[src/sv/cbdq_pkg.sv]
package cbdq_pkg;

   // Frame and output geometry. The output side is a power of two so that the
   // sample position splits into integer and fraction by a shift.
   localparam int FRAME_WIDTH  = 640;
   localparam int FRAME_HEIGHT = 480;
   localparam int OUT_LOG2     = 7;
   localparam int OUT_SIZE     = 1 << OUT_LOG2;

   localparam int X_W = $clog2(FRAME_WIDTH);
   localparam int Y_W = $clog2(FRAME_HEIGHT);
   localparam int O_W = OUT_LOG2;
   localparam int F_W = OUT_LOG2 + 1;

   localparam int SIZE_MAX = (FRAME_WIDTH < FRAME_HEIGHT) ? FRAME_WIDTH : FRAME_HEIGHT;
   localparam int SIZE_MIN = OUT_SIZE + 1;
   localparam int S_W      = $clog2(SIZE_MAX + 1);
   localparam int G_W      = ((X_W > Y_W) ? X_W : Y_W) + 1;
   localparam int POS_W    = O_W + 1 + S_W;

   localparam int CH_W       = 8;
   localparam int PIX_W      = 3 * CH_W;
   localparam int H_W        = CH_W + F_W + 1;
   localparam int SUM_W      = CH_W + 2 * F_W + 1;
   localparam int WEIGHT_ONE = 1 << F_W;
   localparam int ROUND_HALF = 1 << (2 * F_W - 1);
   localparam int CH_OFFSET  = 128;

   // Register file.
   localparam int ADDR_W     = 4;
   localparam int DATA_W     = 32;
   localparam int CL_W       = 10;
   localparam int CT_W       = 9;
   localparam int CS_W       = 9;
   localparam int CL_RESET   = 120;
   localparam int CT_RESET   = 40;
   localparam int CS_RESET   = 400;

   typedef enum logic [1:0] {
      REG_CROP_LEFT = 2'd0,
      REG_CROP_TOP  = 2'd1,
      REG_CROP_SIZE = 2'd2
   } reg_index_type;

   typedef struct packed {
      logic [CL_W-1:0] crop_left;
      logic [CT_W-1:0] crop_top;
      logic [CS_W-1:0] crop_size;
   } cfg_type;

   // Next sample point: the source pixel that completes it, and its weights.
   typedef struct packed {
      logic [X_W-1:0] x1;
      logic [Y_W-1:0] y1;
      logic           xs;
      logic           ys;
      logic [F_W-1:0] fx;
      logic [F_W-1:0] fy;
   } target_type;

   typedef struct packed {
      logic             valid;
      logic [PIX_W-1:0] p00;
      logic [PIX_W-1:0] p10;
      logic [PIX_W-1:0] p01;
      logic [PIX_W-1:0] p11;
      logic [F_W-1:0]   fx;
      logic [F_W-1:0]   fy;
      logic             frame_end;
   } blend_in_type;

   typedef struct packed {
      logic            valid;
      logic [CH_W-1:0] red;
      logic [CH_W-1:0] green;
      logic [CH_W-1:0] blue;
      logic            frame_end;
   } blend_out_type;

endpackage

[src/sv/cbdq_csr.sv]
module cbdq_csr (
   input  logic                        clock,
   input  logic                        reset,
   input  logic                        psel,
   input  logic                        penable,
   input  logic                        pwrite,
   input  logic [cbdq_pkg::ADDR_W-1:0] paddr,
   input  logic [cbdq_pkg::DATA_W-1:0] pwdata,
   output logic [cbdq_pkg::DATA_W-1:0] prdata,
   output logic                        pready,
   output cbdq_pkg::cfg_type           cfg,
   output logic                        cfg_wr
);
   import cbdq_pkg::*;

   cfg_type       cfg_ff;
   cfg_type       cfg_in;
   reg_index_type index;

   assign pready = 1'b1;
   assign cfg_wr = psel && penable && pwrite;
   assign index  = reg_index_type'(paddr[ADDR_W-1:2]);
   assign cfg    = cfg_ff;

   always_comb begin
      cfg_in = cfg_ff;
      if (cfg_wr) begin
         case (index)
            REG_CROP_LEFT: cfg_in.crop_left = pwdata[CL_W-1:0];
            REG_CROP_TOP:  cfg_in.crop_top  = pwdata[CT_W-1:0];
            REG_CROP_SIZE: cfg_in.crop_size = pwdata[CS_W-1:0];
            default: ;
         endcase
      end
   end

   always_comb begin
      case (index)
         REG_CROP_LEFT: prdata = DATA_W'(cfg_ff.crop_left);
         REG_CROP_TOP:  prdata = DATA_W'(cfg_ff.crop_top);
         REG_CROP_SIZE: prdata = DATA_W'(cfg_ff.crop_size);
         default:       prdata = '0;
      endcase
   end

   always_ff @(posedge clock) begin
      if (reset) begin
         cfg_ff.crop_left <= CL_W'(CL_RESET);
         cfg_ff.crop_top  <= CT_W'(CT_RESET);
         cfg_ff.crop_size <= CS_W'(CS_RESET);
      end else begin
         cfg_ff <= cfg_in;
      end
   end

endmodule

[config.mk]
export PLATFORM = sky130hd
export DESIGN_NAME = cbdq_csr
export DESIGN_NICKNAME = d
export VERILOG_FILES = /design/src/sv/cbdq_pkg.sv /design/src/sv/cbdq_csr.sv
export SDC_FILE = /design/constraint.sdc
export NUM_CORES = 1
export LEC_CHECK = 0
export BUFFER_PORTS_ARGS = -buffer_cell sky130_fd_sc_hd__buf_2
export CORE_AREA = 4 4 64 66
export CTS_CLUSTER_SIZE = 14
export DETAILED_ROUTE_END_ITERATION = 10
export DIE_AREA = 0 0 68 70
export PLACE_DENSITY_LB_ADDON = 0.25
export SLEW_MARGIN = 10
export SYNTH_ARGS = -nofsm -noshare
export SYNTH_HDL_FRONTEND = slang
export SYNTH_SLANG_ARGS = --single-unit
[constraint.sdc]
create_clock -name clock -period 2.3 [get_ports clock]
set_input_delay 0.23 -clock clock [delete_from_list [all_inputs] [get_ports clock]]
set_output_delay 0.23 -clock clock [all_outputs]
set_load 0.005 [all_outputs]
# After elaboration in Yosys (flattened, before gate mapping)
# Cells that the tools add are included.
totals:
  in_bits: 41
  register_bits: 28
op_classes:
  n_eq_ne: 2
  n_mux: 1
  n_reduce_logical: 6
ops:
  columns: ["cell", "count"]
  rows:
  - ["$pmux W10 S3", 1]
  - ["$reduce_and A2 Y1", 3]
  - ["$eq A2 B1 Y1 const B", 1]
  - ["$eq A2 B2 Y1 const B", 1]
  - ["$logic_and A1 B1 Y1", 2]
  - ["$logic_not A2 Y1", 1]

# Longest topological paths before layout
depth:
  word_depth: 3
  mapped_depth: 5
  mapped_depth_nobuf: 4

# Least setup slack after synthesis
# Ideal clock, no wire load.
synth_timing:
  kind: "input to output"
  from: "input paddr[3] in the netlist's numbering"
  to: "output prdata[0] in the netlist's numbering"
  path_buffers: 2
  slack_ns: 1.191
  t_arrival_ns: 0.879
  required_ns: 2.070
  stages: 4
  cell_sequence: "buf_2 -> buf_2 -> mux2i_1 -> o21ai_0"
synth_between:
  elab_chain_cells: 2
  word_cells_on_any_way: 4
  classes_between: "eq/ne: 2; mux: 1; reduce/logical: 1"
synth_lines:
  columns: ["element", "line_no", "source"]
  rows:
  - ["start: declaration", "cbdq_csr.sv:7", "input logic [cbdq_pkg::ADDR_W-1:0] paddr,"]
  - ["$eq A2 B2 Y1, or another cell as far along", "cbdq_csr.sv:38", "case (index)"]
  - ["$pmux W10 S3 (*)", "cbdq_csr.sv:38", null]
  - ["end: declaration", "cbdq_csr.sv:9", "output logic [cbdq_pkg::DATA_W-1:0] prdata,"]
# Mark *: on every way between the ends. The rest lies on a longest branch, timed or not.

# Worst setup path in the final report
layout_timing:
  from: "input paddr[2] in the netlist's numbering"
  to: "output prdata[2] in the netlist's numbering"
# The elaborated chain is that of the path after synthesis.

==> flow_summary_export.csv <==
group,metric,value,unit
worst_hold_path,holdCritPathClass,"input port to flip-flop",
floorplanning,initial_core_util,0.430,
critical_path,cp_max_fo,15,
sta,max_freq,705,MHz
drt,number_of_nets_with_antenna_violations_after_routing,0,
synth,synth_cells,171,
finish,num_antenna_cells,0,
worst_hold_path,hp-start,"pwdata[4]",
critical_path,reg2reg_depth,2,
critical_path,cp-startpoint,"paddr[2]",
synth,yosysSeqAreaShare,0.365,
finish,largest_register_ffs,28,
synth,synth.lib_cells_used.distinct,22,
clock_network,cts_max_path_buffers,2,
power_and_ir_drop,power.density,476,mW/mm2
synth,netlist.top_cell.by_area,"dfxtp_1",
clock_network,clkTransAtPathRegs,150,ps
synth,yosysWarningCount,0,
job,drv_cap,0,
synth,synth_flop_cell,"dfxtp_1",
power_and_ir_drop,total_leakage_power,0.873,nW
drt,drt_total_wl,3310,um
floorplanning,die_height,70,um
clock_network,cts_hold_buffers,0,
synth,synth.area.top_cells,"dfxtp_1, mux2i_1, buf_4",
sta,setup-violations-final,0,
synth,synth_enable_flop_cells,0,
drt,initialDrtViolationCount,38,
clock_network,cts_tree,"yes",
synth,avgSynthCellArea,8.99,um2
critical_path,endpoint_kind,"output port",
critical_path,critical_path.startpoint_type,"input port",
critical_path,criticalPathCategory,"input port to output port",
global_route,tot_gr_track_use,0.138,
floorplanning,core_region_area,0.00358,mm2
synth,synth_commonest_cells,"mux2i_1, dfxtp_1, nand2b_1",
sta,setup_tns,0,ps
finish,layout-area-overhead-vs-synth,15.1,%
drt,detail_route.vias_per_cell,4.50,
global_route,grt-ovfl-total,0,
critical_path,crit_arrival,1190,ps
floorplanning,die_x,68,um
synth,asyncSetResetFlopFracSynth,0,
place,dpl.hpwl,2390,um
clock_network,cts_buffers,3,
finish,layout_cell_share_with_drive_strength_beyond_1,0.283,
power_and_ir_drop,irDropWorstVdd,0.000246,V
floorplanning,die-area,0.00476,mm2
drt,route.vias.total,1202,
clock_network,post_cts.repair.setup_buffers,0,
worst_hold_path,hold_depth,3,
finish,fin_util,0.495,
global_route,grt_pass1_vias,1114,
floorplanning,rows,22,
finish,finish.net_count,261,
clock_network,clkSinkCount,28,
sta,post-route-min-period,1420,ps
sta,worst-slew-pin-transition,584,ps
sta,max_slew_headroom_at_the_worst_pin,0.608,
drt,routed_wire_length_per_instance,12.4,um
place,io_buffers,55,
sta,clock_skew,0,ps
sta,rsz_0062_raised_after_global_routing,"no",
synth,post-synth-top-count-cell,"mux2i_1",
synth,synth_largest_type_area_fraction,0.365,
drt,first_pass_iters,4,
global_route,grt_pass1_wl,5200,um
sta,layout_worst_path_cycle_share,0.616,
place,gp_routability_congestion,0.723,
sta,count_of_final_hold_check_violations,0,
clock_network,clock-root-buffer,"clkbuf_4",
global_route,antenna_violations_before_repair,0,
place,dpl-instance-area,0.00173,mm2
critical_path,rr_startpoint,"cfg[13]",
clock_network,cts_max_level,1,
finish,design_area,0.00177,mm2
floorplanning,ios,103,
critical_path,crit_required,2070,ps
clock_network,insertion_delay,320,ps
drt,post-route-drc-count,0,
status,result_of_the_run,"complete, no violations",
clock_network,post_cts_resize_count,0,
sta,final_slew_violations,0,
synth,ys_seq_elements,28,
global_route,grt_start_max_net_pins,44,
synth,netlist_area,0.00154,mm2
[placed cells by master (no fill, tap or decap)]
master | Yosys | final
nor3b_1 | 1 | 1
buf_4 | 24 | 1
nor3b_2 | 1 | 1
nand2b_1 | 27 | 27
inv_1 | 1 | 1
nor3_1 | 1 | 1
nand3b_1 | 1 | 1
mux2i_1 | 36 | 36
clkbuf_8 | 0 | 1
nand3_1 | 2 | 2
o21ai_0 | 9 | 9
conb_1 | 2 | 23
and2_1 | 1 | 1
or3_1 | 1 | 1
clkbuf_4 | 0 | 3
nor2_1 | 15 | 15
dfxtp_1 | 28 | 28
nor2b_1 | 1 | 1
buf_2 | 3 | 55
nand2_1 | 9 | 9
a21bo_2 | 1 | 1
a21oi_1 | 1 | 1
[cell type report]
class,count,area (um2)
clock buffers,4,36.3
fillers,359,1810
inverters,1,3.75
multi-input cells,130,827
flip-flops and latches,28,561
well taps,48,60.1
repair buffers,56,283
[cells by family after synthesis]
logic type / count (synthesis) / synth area share
compound gates: 11 / 0.0391
buf+inv: 34 / 0.149
flops: 28 / 0.365
mux: 36 / 0.234
other cells: 2 / 0.00488
simple gates: 60 / 0.208
[path summary, 6_finish.rpt]
kind | to | slack (ps)
worst min-delay path | cfg[13] | 150
worst max register to register | cfg[13] | 1530
worst max-delay path | prdata[2] | 880
worst min register to register | cfg[11] | 500
[report_power, final]
part	switching (mW)	internal [mW]	total (mW)
combinational	0.0601	0.0459	0.106
sequential	0.00458	0.492	0.496
clock	0.143	0.0967	0.240
[layer usage]
layer	global-route usage	wire length, um
met2	0.233	1590
met5	0	0
met4	0.0331	21
met1	0.180	1470
met3	0.0225	231
[through the flow]
stage | hold slack (ps) | power, mW | std cells | worst slack (ps)
2_1_floorplan | 377 | 0.601 | 192 | 1190
3_3_place_gp | 477 | 0.613 | 263 | 774
3_5_place_dp | 478 | 0.614 | 263 | 790
4_1_cts | 144 | 0.851 | 267 | 860
5_1_grt | 140 | 0.877 | 267 | 733
6_report | 154 | 0.842 | 267 | 882
[critical path: stages]
cell,delay [ps]
buf_2,260
nor2b_1,200
buf_4,210
nand2_1,70
o21ai_0,70
buf_2,140
No activity file was read; power rests on OpenSTA's default activity.
