$ cat src/sv/cbdq_pkg.sv
package cbdq_pkg;

   // Frame and output geometry. The output side is a power of two so that the
   // sample position splits into integer and fraction by a shift.
   localparam int FRAME_WIDTH  = 640;
   localparam int FRAME_HEIGHT = 480;
   localparam int OUT_LOG2     = 7;
   localparam int OUT_SIZE     = 1 << OUT_LOG2;

   localparam int X_W = $clog2(FRAME_WIDTH);
   localparam int Y_W = $clog2(FRAME_HEIGHT);
   localparam int O_W = OUT_LOG2;
   localparam int F_W = OUT_LOG2 + 1;

   localparam int SIZE_MAX = (FRAME_WIDTH < FRAME_HEIGHT) ? FRAME_WIDTH : FRAME_HEIGHT;
   localparam int SIZE_MIN = OUT_SIZE + 1;
   localparam int S_W      = $clog2(SIZE_MAX + 1);
   localparam int G_W      = ((X_W > Y_W) ? X_W : Y_W) + 1;
   localparam int POS_W    = O_W + 1 + S_W;

   localparam int CH_W       = 8;
   localparam int PIX_W      = 3 * CH_W;
   localparam int H_W        = CH_W + F_W + 1;
   localparam int SUM_W      = CH_W + 2 * F_W + 1;
   localparam int WEIGHT_ONE = 1 << F_W;
   localparam int ROUND_HALF = 1 << (2 * F_W - 1);
   localparam int CH_OFFSET  = 128;

   // Register file.
   localparam int ADDR_W     = 4;
   localparam int DATA_W     = 32;
   localparam int CL_W       = 10;
   localparam int CT_W       = 9;
   localparam int CS_W       = 9;
   localparam int CL_RESET   = 120;
   localparam int CT_RESET   = 40;
   localparam int CS_RESET   = 400;

   typedef enum logic [1:0] {
      REG_CROP_LEFT = 2'd0,
      REG_CROP_TOP  = 2'd1,
      REG_CROP_SIZE = 2'd2
   } reg_index_type;

   typedef struct packed {
      logic [CL_W-1:0] crop_left;
      logic [CT_W-1:0] crop_top;
      logic [CS_W-1:0] crop_size;
   } cfg_type;

   // Next sample point: the source pixel that completes it, and its weights.
   typedef struct packed {
      logic [X_W-1:0] x1;
      logic [Y_W-1:0] y1;
      logic           xs;
      logic           ys;
      logic [F_W-1:0] fx;
      logic [F_W-1:0] fy;
   } target_type;

   typedef struct packed {
      logic             valid;
      logic [PIX_W-1:0] p00;
      logic [PIX_W-1:0] p10;
      logic [PIX_W-1:0] p01;
      logic [PIX_W-1:0] p11;
      logic [F_W-1:0]   fx;
      logic [F_W-1:0]   fy;
      logic             frame_end;
   } blend_in_type;

   typedef struct packed {
      logic            valid;
      logic [CH_W-1:0] red;
      logic [CH_W-1:0] green;
      logic [CH_W-1:0] blue;
      logic            frame_end;
   } blend_out_type;

endpackage

$ cat src/sv/cbdq_blend.sv
module cbdq_blend (
   input  logic                    clock,
   input  logic                    reset,
   input  cbdq_pkg::blend_in_type  bl_in,
   output cbdq_pkg::blend_out_type bl_out,
   output logic                    busy
);
   import cbdq_pkg::*;

   logic [H_W-1:0]   h_top [3];
   logic [H_W-1:0]   h_bot [3];
   logic [H_W-1:0]   wx0;
   logic [H_W-1:0]   wx1;
   logic [H_W-1:0]   h_top_ff [3];
   logic [H_W-1:0]   h_bot_ff [3];
   logic [F_W-1:0]   fy1_ff;
   logic             fe1_ff;
   logic             v1_ff;

   logic [SUM_W-1:0] wy0;
   logic [SUM_W-1:0] wy1;
   logic [SUM_W-1:0] sum [3];
   logic [SUM_W-1:0] sum_ff [3];
   logic             fe2_ff;
   logic             v2_ff;

   logic [CH_W-1:0]  q [3];

   // Horizontal pass: blend the row above and the current row per channel.
   always_comb begin
      wx1 = H_W'(bl_in.fx);
      wx0 = H_W'(WEIGHT_ONE) - wx1;
      for (int c = 0; c < 3; c++) begin
         h_top[c] = H_W'(bl_in.p00[PIX_W-1-CH_W*c -: CH_W]) * wx0
                  + H_W'(bl_in.p10[PIX_W-1-CH_W*c -: CH_W]) * wx1;
         h_bot[c] = H_W'(bl_in.p01[PIX_W-1-CH_W*c -: CH_W]) * wx0
                  + H_W'(bl_in.p11[PIX_W-1-CH_W*c -: CH_W]) * wx1;
      end
   end

   always_ff @(posedge clock) begin
      h_top_ff <= h_top;
      h_bot_ff <= h_bot;
      fy1_ff   <= bl_in.fy;
      fe1_ff   <= bl_in.frame_end;
   end

   // Vertical pass.
   always_comb begin
      wy1 = SUM_W'(fy1_ff);
      wy0 = SUM_W'(WEIGHT_ONE) - wy1;
      for (int c = 0; c < 3; c++) begin
         sum[c] = SUM_W'(h_top_ff[c]) * wy0 + SUM_W'(h_bot_ff[c]) * wy1;
      end
   end

   always_ff @(posedge clock) begin
      sum_ff <= sum;
      fe2_ff <= fe1_ff;
   end

   always_ff @(posedge clock) begin
      if (reset) begin
         v1_ff <= 1'b0;
         v2_ff <= 1'b0;
      end else begin
         v1_ff <= bl_in.valid;
         v2_ff <= v1_ff;
      end
   end

   // Round half up and remove the offset. The weights sum to one, so the
   // rounded value never leaves the byte range and no clamp is needed.
   always_comb begin
      for (int c = 0; c < 3; c++) begin
         q[c] = CH_W'((sum_ff[c] + SUM_W'(ROUND_HALF)) >> (2 * F_W)) - CH_W'(CH_OFFSET);
      end
   end

   assign bl_out.valid     = v2_ff;
   assign bl_out.red       = q[0];
   assign bl_out.green     = q[1];
   assign bl_out.blue      = q[2];
   assign bl_out.frame_end = fe2_ff;
   assign busy             = v1_ff || v2_ff;

endmodule

$ cat config.mk
export PLATFORM = sky130hd
export DESIGN_NAME = cbdq_blend
export DESIGN_NICKNAME = d
export VERILOG_FILES = /design/src/sv/cbdq_pkg.sv /design/src/sv/cbdq_blend.sv
export SDC_FILE = /design/constraint.sdc
export NUM_CORES = 2
export LEC_CHECK = 0
export BUFFER_PORTS_ARGS = -buffer_cell sky130_fd_sc_hd__buf_4
export CORE_ASPECT_RATIO = 1.4
export CORE_UTILIZATION = 60
export DETAILED_ROUTE_END_ITERATION = 6
export GPL_TIMING_DRIVEN = 0
export MAX_ROUTING_LAYER = met4
export PLACE_DENSITY_LB_ADDON = 0.08
export SKIP_CTS_REPAIR_TIMING = 1
export SLEW_MARGIN = 5
export SYNTH_ARGS = -nofsm -noshare
export SYNTH_HDL_FRONTEND = slang
export SYNTH_SLANG_ARGS = --single-unit
$ cat constraint.sdc
create_clock -name clock -period 8.2 [get_ports clock]
set_clock_uncertainty 0.1 [all_clocks]
set_input_delay 1.23 -clock clock [delete_from_list [all_inputs] [get_ports clock]]
set_output_delay 1.23 -clock clock [all_outputs]
set_load 0.005 [all_outputs]
# Word-level counts from Yosys, hierarchy flattened
# Cells that the tools add are included.
[totals]
input_bits = 116
word_cells = 50
register_bits = 186
output_inout_bits = 27
[classes]
n_mul = 18
reduce_logical = 1
add_sub_neg = 17
[ops]
columns = ["op", "n"]
rows = [
  ["$add 17x16->17", 6],
  ["$mul 9x10->17", 6],
  ["$mul 8x8->16", 6],
  ["$add 24x16->24 const B", 3],
  ["$add 24x24->24", 3],
  ["$mul 17x8->24", 3],
  ["$mul 18x10->24", 3],
  ["$sub 8x8->8 const B", 3],
  ["$sub 9x8->10 const A", 2],
  ["$logic_or 1x1->1", 1],
]

# Logic depth before layout (Yosys ltp)
[logic_depth]
word_depth = 3
mapped_depth = 29
ltp_nobuf = 24

# Worst setup path before layout
# OpenSTA, ideal clock, no wires.
[synth_path]
path_type = "input to register"
start = "input port bl_in[9] in the netlist's numbering"
end = "register h_top_ff[15] in the netlist's numbering"
path_stages = 28
arrival_time_ps = 7808
setup_ps = 123
slack_ps = 169
t_required_ps = 7977
path_buffers = 5
path_cell_list = "clkbuf_1 -> clkbuf_1 -> clkbuf_1 -> inv_1 -> ha_1 -> or3b_1 -> xor2_1 -> clkbuf_1 -> clkbuf_1 -> nand2_1 -> fa_1 -> inv_1 -> fa_1 -> inv_1 -> fa_1 -> inv_1 -> fa_1 -> inv_1 -> fa_1 -> inv_1 -> fa_1 -> ha_1 -> and2_1 -> a22o_1 -> a311o_1 -> a31oi_1 -> o21bai_1 -> xor2_1"
[synth_lines]
columns = ["item", "line", "text"]
rows = [
  ["start, declared", "cbdq_blend.sv:4", "input cbdq_pkg::blend_in_type bl_in,"],
  ["end signal, assigned", "cbdq_blend.sv:42", "h_top_ff <= h_top;"],
  ["end, declared", "cbdq_blend.sv:14", "logic [H_W-1:0] h_top_ff [3];"],
]

==> flow_metrics.env <==
export IMPL_async_flop_share_pct=0
export IMPL_yosys_area_share_simple_pct=17.0
export IMPL_synth_nets=8437
export IMPL_synth_top_cell_area_share_pct=45.6
export IMPL_syn_inst=6327
export IMPL_nNetsFinal=8560
export IMPL_synth_edff_count=0
export IMPL_synth_compound_area_share_pct=2.55
export IMPL_crit_path_max_incr_delay_ns=0.56
export IMPL_dr_first_iter_drc_count=2717
export IMPL_timing_fmax_mhz=123
export IMPL_drv_cap=0
export IMPL_cts_made_buffers=17
export IMPL_final_cell_area_um2=61100
export IMPL_grt_max_degree=17
export IMPL_period_share_pct=98.9
export IMPL_vias=41940
export IMPL_h_tree_depth=4
export IMPL_antenna_found_initial=15
export IMPL_hpwl_um=140000
export IMPL_setup_viol=0
export IMPL_path_buf_inv=11
export IMPL_cts_buffer_depth=2
export IMPL_ys_ff_latch=141
export IMPL_start_util_pct=60.5
export IMPL_grtUsageTotal_pct=36.3
export IMPL_avgViaCountPerCell=5.45
export IMPL_synth_area_top_cells="fa_1, ha_1, inv_1, and2_1, nand2_1"
export IMPL_synthAdderAreaFrac_pct=60.3
export IMPL_status="finished, final reports clean"
export IMPL_cts_root_buf="clkbuf_16"
export IMPL_tightest_slew_ns=1.24
export IMPL_drc_errors=0
export IMPL_synthMuxAreaShare_pct=0
export IMPL_period_minus_slack_ns=8.11
export IMPL_yosysWarningCount=0
export IMPL_critPathKind="input pin to flop"
export IMPL_synth_xor_area_share_pct=2.87
export IMPL_synth_distinct_cells=65
export IMPL_wl_um=164000
export IMPL_grt_pass1_vias=44758
export IMPL_rows=134
export IMPL_drive_gt1_share_pct=4.13
export IMPL_overflow=0
export IMPL_syn2layout_area_growth_pct=5.87
export IMPL_critPathRequiredTime_ns=8.43
export IMPL_cpLargestDelayFamily="adder cells"
export IMPL_final_common_cell="inv_1"
export IMPL_placed_cell_area_um2=60000
export IMPL_fp_dieH_um=369
export IMPL_wire_per_inst_um=21.3
export IMPL_grt_pass1_wl_um=255000
export IMPL_fp_dieArea_um2=97500
export IMPL_maxSlewHeadroom_pct=17.1
export IMPL_drtAntennaViolNets=0
export IMPL_syn_cell_area_um2=57700
export IMPL_synth_top_family_by_area="adder cells"
export IMPL_hold_path_class="flop to flop"
export IMPL_start_kind="input pin"
export IMPL_fill_cells=8263
export IMPL_hold_viol=0
export IMPL_synth_flop_cell="dfxtp_1"
export IMPL_crit_fanout=10
export IMPL_io_pins=143
export IMPL_clock_sink_count=141
export IMPL_yosysSeqAreaShare_pct=4.89
export IMPL_arrival_ns=8.34
export IMPL_drt_pass1_iterations=5
export IMPL_layout_common_cells="inv_1, fa_1, and2_1"
export IMPL_final_max_slew_viol_count=0
export IMPL_synth_area_leader_cell="fa_1"
export IMPL_cp_slowest_cell="fa_1"
export IMPL_insertion_delay_ns=0.50
export IMPL_synth_avg_cell_area_um2=9.12
export IMPL_cp_end_kind="flop"
export IMPL_core_area_um2=95400
export IMPL_cts_tree="done"
export IMPL_port_buffers=99
export IMPL_die_x_um=264
export IMPL_gp_congestion=0.977
export IMPL_clk_pin_slew_ns=0.07
[sequential cells by signal, summed over array words and instances, names as in the netlist]
signal	count
fe2_ff	1
v1_ff	1
v2_ff	1
h_bot_ff	51
fy1_ff	8
h_top_ff	51
sum_ff	27
fe1_ff	1
[worst register-to-register path, delay by kind of cell (launching register included)]
kind / cells / cell delay, ns
AOI/OAI and AO/OA: 7 / 1.73
xor gates and xnor gates: 2 / 0.76
adders and majority gates: 7 / 3.10
buffers and inverters: 8 / 1.64
DFF: 1 / 0.46
and+or+nand+nor: 1 / 0.16
[cells in the mapped netlist, types with 41 or more instances]
cell type	instances
inv_1	1664
fa_1	1314
and2_1	960
nand2_1	769
ha_1	680
clkbuf_1	175
xnor2_1	148
dfxtp_1	141
a21oi_1	60
buf_1	57
nor2_1	42
xor2_1	41
[cell families (layout without fill, tap and decap cells)]
logic type / after synthesis / in the layout
xor gates and xnor gates: 189 / 189
adders and majority gates: 1994 / 1994
buffers and inverters: 1903 / 2039
other: 0 / 8
AOI/OAI and AO/OA: 207 / 207
and+or+nand+nor: 1893 / 1893
DFF: 141 / 141
[cell type report]
type                       count  area [um2]  share of cell area [%]
sequential                   141        2830                    4.62
clock buffer                  18         439                   0.719
tap                         1224        1530                    2.51
buffer                       236        1130                    1.85
inverter                    1664        6250                    10.2
antenna                        8        20.0                  0.0328
timing repair buffer         107         803                    1.31
clock inverter                14         144                   0.235
multi-input combinational   4283       48000                    78.5
[metrics by stage]
stage / hold WS (ns) / setup TNS (ns) / setup WS (ns) / util (%) / instances
floorplan: 0.210 / 0 / 0.169 / - / 6327
global placement: 0.214 / -184.65 / -2.94 / 62.9 / 7650
detailed placement: 0.225 / -185.77 / -2.93 / 62.9 / 7650
CTS: 0.237 / -147.89 / -2.41 / 63.5 / 7682
global route: 0.249 / -0.152 / -0.0531 / 64.1 / 7695
finish: 0.233 / 0 / 0.0886 / 64.1 / 7695
[path summary, 6_finish.rpt]
check / cells past startpoint / slack (ns) / end / start
min reg2reg: 0 / 0.23 / fe2_ff / fe1_ff
max reg2reg: 25 / 0.11 / sum_ff[23] / fy1_ff[0]
max: 27 / 0.09 / h_top_ff[16] / bl_in[10]
min: 0 / 0.23 / fe2_ff / fe1_ff
[layer usage]
layer,vias up,track usage [%],wire (um)
li1,18533,-,-
met1,21452,40.4,59000
met2,1506,61.4,81700
met3,449,5.05,10200
met4,0,23.2,12800
met5,-,-,0
Power is not shown: default switching activity piles up to over one toggle a cycle in this logic, so the estimate is an artifact.
