### config.mk
export PLATFORM = sky130hd
export DESIGN_NAME = cbdq_geom
export DESIGN_NICKNAME = d
export VERILOG_FILES = /design/src/sv/cbdq_pkg.sv /design/src/sv/cbdq_geom.sv
export SDC_FILE = /design/constraint.sdc
export NUM_CORES = 1
export LEC_CHECK = 0
export BUFFER_PORTS_ARGS = -buffer_cell sky130_fd_sc_hd__buf_2
export CORE_MARGIN = 2
export CORE_UTILIZATION = 45
export CTS_BUF_LIST = sky130_fd_sc_hd__clkbuf_4 sky130_fd_sc_hd__clkbuf_8 sky130_fd_sc_hd__clkbuf_16
export CTS_CLUSTER_DIAMETER = 120
export CTS_CLUSTER_SIZE = 28
export DETAILED_ROUTE_END_ITERATION = 10
export MAX_ROUTING_LAYER = met4
export PLACE_DENSITY = 0.71
export SLEW_MARGIN = 20
export SYNTH_ARGS = -nofsm -noshare
export SYNTH_HDL_FRONTEND = slang
export SYNTH_SLANG_ARGS = --single-unit
### constraint.sdc
create_clock -name clock -period 8.8 [get_ports clock]
set_input_delay 1.32 -clock clock [delete_from_list [all_inputs] [get_ports clock]]
set_output_delay 1.32 -clock clock [all_outputs]
set_load 0.01 [all_outputs]
### src/sv/cbdq_pkg.sv
package cbdq_pkg;

   // Frame and output geometry. The output side is a power of two so that the
   // sample position splits into integer and fraction by a shift.
   localparam int FRAME_WIDTH  = 640;
   localparam int FRAME_HEIGHT = 480;
   localparam int OUT_LOG2     = 7;
   localparam int OUT_SIZE     = 1 << OUT_LOG2;

   localparam int X_W = $clog2(FRAME_WIDTH);
   localparam int Y_W = $clog2(FRAME_HEIGHT);
   localparam int O_W = OUT_LOG2;
   localparam int F_W = OUT_LOG2 + 1;

   localparam int SIZE_MAX = (FRAME_WIDTH < FRAME_HEIGHT) ? FRAME_WIDTH : FRAME_HEIGHT;
   localparam int SIZE_MIN = OUT_SIZE + 1;
   localparam int S_W      = $clog2(SIZE_MAX + 1);
   localparam int G_W      = ((X_W > Y_W) ? X_W : Y_W) + 1;
   localparam int POS_W    = O_W + 1 + S_W;

   localparam int CH_W       = 8;
   localparam int PIX_W      = 3 * CH_W;
   localparam int H_W        = CH_W + F_W + 1;
   localparam int SUM_W      = CH_W + 2 * F_W + 1;
   localparam int WEIGHT_ONE = 1 << F_W;
   localparam int ROUND_HALF = 1 << (2 * F_W - 1);
   localparam int CH_OFFSET  = 128;

   // Register file.
   localparam int ADDR_W     = 4;
   localparam int DATA_W     = 32;
   localparam int CL_W       = 10;
   localparam int CT_W       = 9;
   localparam int CS_W       = 9;
   localparam int CL_RESET   = 120;
   localparam int CT_RESET   = 40;
   localparam int CS_RESET   = 400;

   typedef enum logic [1:0] {
      REG_CROP_LEFT = 2'd0,
      REG_CROP_TOP  = 2'd1,
      REG_CROP_SIZE = 2'd2
   } reg_index_type;

   typedef struct packed {
      logic [CL_W-1:0] crop_left;
      logic [CT_W-1:0] crop_top;
      logic [CS_W-1:0] crop_size;
   } cfg_type;

   // Next sample point: the source pixel that completes it, and its weights.
   typedef struct packed {
      logic [X_W-1:0] x1;
      logic [Y_W-1:0] y1;
      logic           xs;
      logic           ys;
      logic [F_W-1:0] fx;
      logic [F_W-1:0] fy;
   } target_type;

   typedef struct packed {
      logic             valid;
      logic [PIX_W-1:0] p00;
      logic [PIX_W-1:0] p10;
      logic [PIX_W-1:0] p01;
      logic [PIX_W-1:0] p11;
      logic [F_W-1:0]   fx;
      logic [F_W-1:0]   fy;
      logic             frame_end;
   } blend_in_type;

   typedef struct packed {
      logic            valid;
      logic [CH_W-1:0] red;
      logic [CH_W-1:0] green;
      logic [CH_W-1:0] blue;
      logic            frame_end;
   } blend_out_type;

endpackage

### src/sv/cbdq_geom.sv
module cbdq_geom (
   input  logic                     clock,
   input  cbdq_pkg::cfg_type        cfg,
   input  logic [cbdq_pkg::O_W-1:0] out_col,
   input  logic [cbdq_pkg::O_W-1:0] out_row,
   output cbdq_pkg::target_type     target
);
   import cbdq_pkg::*;

   logic [S_W-1:0]   size_eff;
   logic [G_W-1:0]   size_g;
   logic [G_W-1:0]   left_lim;
   logic [G_W-1:0]   top_lim;
   logic [G_W-1:0]   left_eff;
   logic [G_W-1:0]   top_eff;
   logic [POS_W-1:0] col_pos;
   logic [POS_W-1:0] row_pos;

   logic [S_W-1:0]   size_ff;
   logic [G_W-1:0]   left_ff;
   logic [G_W-1:0]   top_ff;
   logic [POS_W-1:0] col_pos_ff;
   logic [POS_W-1:0] row_pos_ff;

   logic [G_W-1:0]   col_x0;
   logic [G_W-1:0]   col_end;
   logic [G_W-1:0]   row_y0;
   logic [G_W-1:0]   row_end;
   logic             col_same;
   logic             row_same;
   target_type       target_in;
   target_type       target_ff;

   // First stage: saturate the crop square and form the numerators (2d+1)S-N.
   always_comb begin
      if (G_W'(cfg.crop_size) > G_W'(SIZE_MAX)) begin
         size_eff = S_W'(SIZE_MAX);
      end else if (G_W'(cfg.crop_size) < G_W'(SIZE_MIN)) begin
         size_eff = S_W'(SIZE_MIN);
      end else begin
         size_eff = S_W'(cfg.crop_size);
      end
      size_g   = G_W'(size_eff);
      left_lim = G_W'(FRAME_WIDTH) - size_g;
      top_lim  = G_W'(FRAME_HEIGHT) - size_g;
      left_eff = (G_W'(cfg.crop_left) > left_lim) ? left_lim : G_W'(cfg.crop_left);
      top_eff  = (G_W'(cfg.crop_top) > top_lim) ? top_lim : G_W'(cfg.crop_top);
      col_pos  = POS_W'({out_col, 1'b1}) * POS_W'(size_eff) - POS_W'(OUT_SIZE);
      row_pos  = POS_W'({out_row, 1'b1}) * POS_W'(size_eff) - POS_W'(OUT_SIZE);
   end

   always_ff @(posedge clock) begin
      size_ff    <= size_eff;
      left_ff    <= left_eff;
      top_ff     <= top_eff;
      col_pos_ff <= col_pos;
      row_pos_ff <= row_pos;
   end

   // Second stage: integer sample point, far neighbor clamped to the crop edge.
   always_comb begin
      col_x0   = left_ff + G_W'(col_pos_ff >> F_W);
      col_end  = left_ff + G_W'(size_ff) - G_W'(1);
      row_y0   = top_ff + G_W'(row_pos_ff >> F_W);
      row_end  = top_ff + G_W'(size_ff) - G_W'(1);
      col_same = (col_x0 >= col_end);
      row_same = (row_y0 >= row_end);
      target_in.x1 = X_W'(col_same ? col_end : col_x0 + G_W'(1));
      target_in.y1 = Y_W'(row_same ? row_end : row_y0 + G_W'(1));
      target_in.xs = col_same;
      target_in.ys = row_same;
      target_in.fx = col_pos_ff[F_W-1:0];
      target_in.fy = row_pos_ff[F_W-1:0];
   end

   always_ff @(posedge clock) begin
      target_ff <= target_in;
   end

   assign target = target_ff;

endmodule

; ---- Word level (Yosys, flattened, before mapping)
; Cells that the tools add are included.
[classes]
n_addsub = 12
mul = 2
n_lt_le_gt_ge = 6
n_mux = 6
[op_table]
columns = cell, count
row1 = 11-bit by 9-bit adder with 11-bit output, 4
row2 = 9-bit two-way mux, 4
row3 = 8-bit by 9-bit multiplier with 17-bit output, 2
row4 = "17-bit by 8-bit subtractor with 17-bit output, second input constant", 2
row5 = 11-bit >= comparator, 2
row6 = "11-bit by 1-bit subtractor with 11-bit output, second input constant", 2
row7 = 10-bit two-way mux, 2
row8 = 10-bit by 11-bit > comparator with 1-bit output, 1
row9 = 9-bit by 11-bit > comparator with 1-bit output, 1
row10 = "10-bit by 9-bit subtractor with 11-bit output, first input constant", 1
row11 = "10-bit by 1-bit adder with 10-bit output, second input constant", 1
row12 = "9-bit by 9-bit subtractor with 10-bit output, first input constant", 1
row13 = "9-bit by 1-bit adder with 9-bit output, second input constant", 1
row14 = "9-bit > comparator, second input constant", 1
row15 = "9-bit by 8-bit < comparator with 1-bit output, second input constant", 1
[word_totals]
reg_bits = 101

; ---- Logic depth before layout (Yosys ltp)
[depth]
ltp_word = 6
ltp_mapped = 25
depth_no_buf = 24

; ---- Least setup slack after synthesis
; Ideal clock, no wire load.
[synth_timing]
path_kind = input -> register
start = in cfg[6] (netlist name)
end = reg col_pos_ff[16]
arrival_ns = 6.377
required_time_ns = 8.679
path_slack_ns = 2.302
path_stages = 22
n_path_buf = 3
cell_sequence = clkbuf_1 or2_2 or4_4 a21o_1 and3_1 clkbuf_1 clkbuf_1 nand2_1 fa_1 fa_1 inv_1 fa_1 inv_1 fa_1 inv_1 ha_1 o21ai_0 a21boi_0 o31a_1 o211ai_1 a21oi_1 xnor2_1
[synth_between]
elab_chain_cells = 5
elab_cells_between_ends = 6
cone_classes = add/sub (1) / mul (1) / order compare (2) / mux (2)
[synth_lines]
columns = element, line_no
row1 = start: declaration, cbdq_geom.sv:3  ; input cbdq_pkg::cfg_type cfg,
row2 = 9-bit by 8-bit < comparator with 1-bit output, cbdq_geom.sv:38  ; end else if (G_W'(cfg.crop_size) < G_W'(SIZE_MIN)) begin
row3 = 9-bit two-way mux, cbdq_geom.sv:38
row4 = 9-bit two-way mux *, cbdq_geom.sv:36  ; if (G_W'(cfg.crop_size) > G_W'(SIZE_MAX)) begin
row5 = named net size_eff[3], cbdq_geom.sv:10  ; logic [S_W-1:0] size_eff;
row6 = 8-bit by 9-bit multiplier with 17-bit output *, cbdq_geom.sv:48  ; col_pos = POS_W'({out_col, 1'b1}) * POS_W'(size_eff) - POS_W'(OUT_SIZE);
row7 = 17-bit by 8-bit subtractor with 17-bit output *, cbdq_geom.sv:48
row8 = named net col_pos[16], cbdq_geom.sv:16  ; logic [POS_W-1:0] col_pos;
row9 = end signal: assignment, cbdq_geom.sv:56  ; col_pos_ff <= col_pos;
row10 = end: declaration, cbdq_geom.sv:22  ; logic [POS_W-1:0] col_pos_ff;
; The timed path passes the listed nets; every way through them passes the cells marked *.
; A chain may end at the register's enable or synchronous reset.

; ---- Worst setup path in the final report
[layout_timing]
start = in cfg[2] (netlist name)
end = reg col_pos_ff[15]
[layout_between]
elab_chain_cells = 5
elab_cells_between_ends = 6
cone_classes = add/sub (1) / mul (1) / order compare (2) / mux (2)
[layout_lines]
columns = element, line_no
row1 = 9-bit by 8-bit < comparator with 1-bit output, cbdq_geom.sv:38
row2 = 9-bit two-way mux, cbdq_geom.sv:38
row3 = 9-bit two-way mux *, cbdq_geom.sv:36
row4 = 8-bit by 9-bit multiplier with 17-bit output *, cbdq_geom.sv:48
row5 = 17-bit by 8-bit subtractor with 17-bit output *, cbdq_geom.sv:48
row6 = named net col_pos[15], cbdq_geom.sv:16
; Marked as above.

==> flow_summary.yaml <==
power:
  p_sw_w: 0.00167
  pwr-share-seq_pct: 18.6
  power.share.clock_pct: 12.3
  vdd_drop_max_v: 0.000156
  power_density_mw_per_mm2: 327
  swShare_pct: 44.2
  cellLeakagePower_nw: 6.09
  combinationalPowerShare_pct: 69.2
  power_w: 0.00378
  internal_power_w: 0.00211
worst_setup_path:
  critPathBufInv: 5
  cp_cell_sequence: "buf_2, or3_4, or3_1, nor2_1, o21ai_0, a2bb2oi_1, buf_4, nand2_1, fa_1, fa_1, inv_1, ha_1, inv_1, fa_1, inv_1, ha_1, a21o_1, a21oi_1, nor2b_1, or4_1, nand4_1, a31oi_1, xor2_1"
  r2r_setup_slack_ns: 4.47
  crit_path_start_kind: "input port"
  critical_path_arrival_ns: 6.88
  crit_path_max_incr_delay_ns: 0.59
  end_kind: "register"
  crit_required_ns: 9.04
  crit_type: "input port to register"
  crit_family: "adder cells"
  crit_path_max_fanout: 11
  critPathSlowestCell: "fa_1"
logic_synthesis:
  ys_ff_latch: 97
  synthTopCellsByArea: "ha_1, dfxtp_1, fa_1, inv_1, and2_1"
  synth_ff_type: "dfxtp_1"
  syn_inst: 1199
  synth_top_cell_by_area: "ha_1"
  netlist.area_leader.share_pct: 22.6
  yosys_warnings: 0
  synth_cell_type_count: 50
  seq_area_frac_synth_pct: 18.5
  synth_fp_nets: 1520
  async_reset_ff_share_pct: 0
  synth_area_mm2: 0.0105
  synth_edf_count: 0
  avgSynthCellArea_um2: 8.77
clock_network:
  h-tree-depth: 3
  cts_buffers: 9
  clockBufferDepth: 2
  insertion_delay_ns: 0.36
  cts_resized: 0
  cts_hold_buf: 0
  clkTransAtPathRegs_ns: 0.07
  post_cts_buffers: 0
  clock-sinks: 97
  cts_tree: "yes"
  ctsRootBufferMaster: "clkbuf_16"
cells_and_area:
  fillers: 2145
  final_cell_mix: "inv_1, ha_1, dfxtp_1, nand2_1, fa_1"
  drive_above_1_share_pct: 9.87
  final_util_pct: 50.8
  layout_commonest_cell: "inv_1"
  nets: 1583
  syn_to_final_growth_pct: 9.99
floorplan:
  dieWidth_um: 157
  die-area_mm2: 0.0246
  core_mm2: 0.0228
  rows: 55
  die_y_um: 157
  io_pins: 80
  start_util_pct: 46.2
sta:
  tns_ns: 0
  maxSlewHeadroom_pct: 34.0
  worstMarginPinSlew_ns: 0.990
  fin_skew_ns: 0.00924
  max_freq_mhz: 151
  finalCriticalPeriod_ns: 6.64
  hold_viol_final: 0
  maxSlewViolCount: 0
  setup_violations: 0
  finalCritPeriodShare_pct: 75.4
  rsz0062_at_grt: "false"
detailed_routing:
  postRouteAntennaNets: 0
  drt-total-wl_mm: 22.1
  drt-initial-drc-count: 396
  route.detailed.drc: 0
  vias: 7857
  firstDrtPassIters: 5
  wl_per_cell_um: 14.0
  via_per_inst: 4.97
place:
  dp_hpwl_mm: 18.5
  io_buffers: 79
  gp_congestion: 0.887
hold_path:
  hp-class: "register to register"
flow_run:
  drv_cap: 0
global_routing:
  gr-total-overflow: 0
  grt_pass1_vias: 7706
  antenna_found_initial: 2
  grt_max_degree: 29
  grt_first_pass_wirelength_mm: 37.0
  globalRouteTotalUtil_pct: 19.4
outcome:
  status: "finished clean"
[Yosys cell counts, types with 17 or more instances]
master	count
a21oi_1	41
ha_1	190
xor2_1	30
and2_1	63
dfxtp_1	97
o21ai_0	29
clkbuf_1	20
fa_1	88
nand2_1	94
nor2_1	55
mux2i_1	23
o21a_1	17
inv_1	251
xnor2_1	41
[per-layer routing]
metal / global-route usage (%) / vias to the layer above / wire (µm)
li1: - / 3951 / -
met1: 25.5 / 3705 / 10300
met2: 30.8 / 181 / 10000
met3: 4.21 / 20 / 1510
met4: 4.46 / 0 / 286
met5: - / - / 0
[worst register-to-register path, cell delays in order, from the launching register on]
cell and delay, ns:
dfxtp_1 0.40, inv_1 0.06, ha_1 0.27, inv_1 0.04, ha_1 0.22, fa_1 0.43, a21o_1 0.18, a21oi_1 0.22
o21bai_1 0.10, a21oi_1 0.21, xor2_1 0.25, ha_1 0.28, o21a_1 0.19, o211ai_1 0.17, a21oi_1 0.08, a211oi_2 0.74
mux2_2 0.41
[per-stage QoR]
| stage | setup slack (ns) | instances | instance area (µm²) | hold WS, ns |
|---|---|---|---|---|
| floorplan | 2.30 | 1199 | 10500 | 0.310 |
| global placement | 1.97 | 1564 | 11200 | 0.312 |
| detailed placement | 1.80 | 1564 | 11200 | 0.314 |
| CTS | 2.17 | 1580 | 11600 | 0.334 |
| global route | 1.68 | 1582 | 11600 | 0.335 |
| finish | 2.16 | 1582 | 11600 | 0.330 |
[power by group through the flow]
| stage | clock network [W] | logic (W) | registers (W) |
|---|---|---|---|
| floorplan | 0 | 0.00203 | 0.000730 |
| global placement | 0 | 0.00256 | 0.000710 |
| detailed placement | 0 | 0.00262 | 0.000712 |
| CTS | 0.000476 | 0.00264 | 0.000704 |
| global route | 0.000493 | 0.00300 | 0.000718 |
| finish | 0.000463 | 0.00261 | 0.000702 |
[layout make-up]
type | instances | area [µm²] | area share, %
Clock buffer | 12 | 267 | 2.30
Timing Repair Buffer | 82 | 418 | 3.61
Clock inverter | 4 | 80.1 | 0.692
Sequential cell | 97 | 1940 | 16.8
Inverter | 251 | 942 | 8.14
Tap cell | 313 | 392 | 3.38
Multi-Input combinational cell | 821 | 7530 | 65.0
Antenna cell | 2 | 5.00 | 0.0433
[sequential cells by signal, summed over array words and instances (netlist names)]
name,count
col_pos_ff,16
row_pos_ff,17
top_ff,10
left_ff,10
target,36
size_ff,8
[logic make-up after synthesis]
| logic type | Yosys count | share of synthesized area, % |
|---|---|---|
| AO/OA/AOI/OAI | 141 | 8.60 |
| XOR/XNOR | 71 | 5.91 |
| adder cells (fa/ha/maj) | 278 | 39.3 |
| buffers and inverters | 281 | 10.1 |
| flip-flops | 97 | 18.5 |
| multiplexers | 38 | 3.79 |
| other | 2 | 0.0714 |
| AND/OR/NAND/NOR | 291 | 13.7 |
[worst paths after layout]
check	from	to	cells past startpoint
worst max-delay path	cfg[2]	col_pos_ff[15]	23
worst min-delay path	row_pos_ff[5]	target[5]	0
worst max register to register	top_ff[1]	target[19]	16
worst min register to register	row_pos_ff[5]	target[5]	0
(Power assumes the default switching activity.)
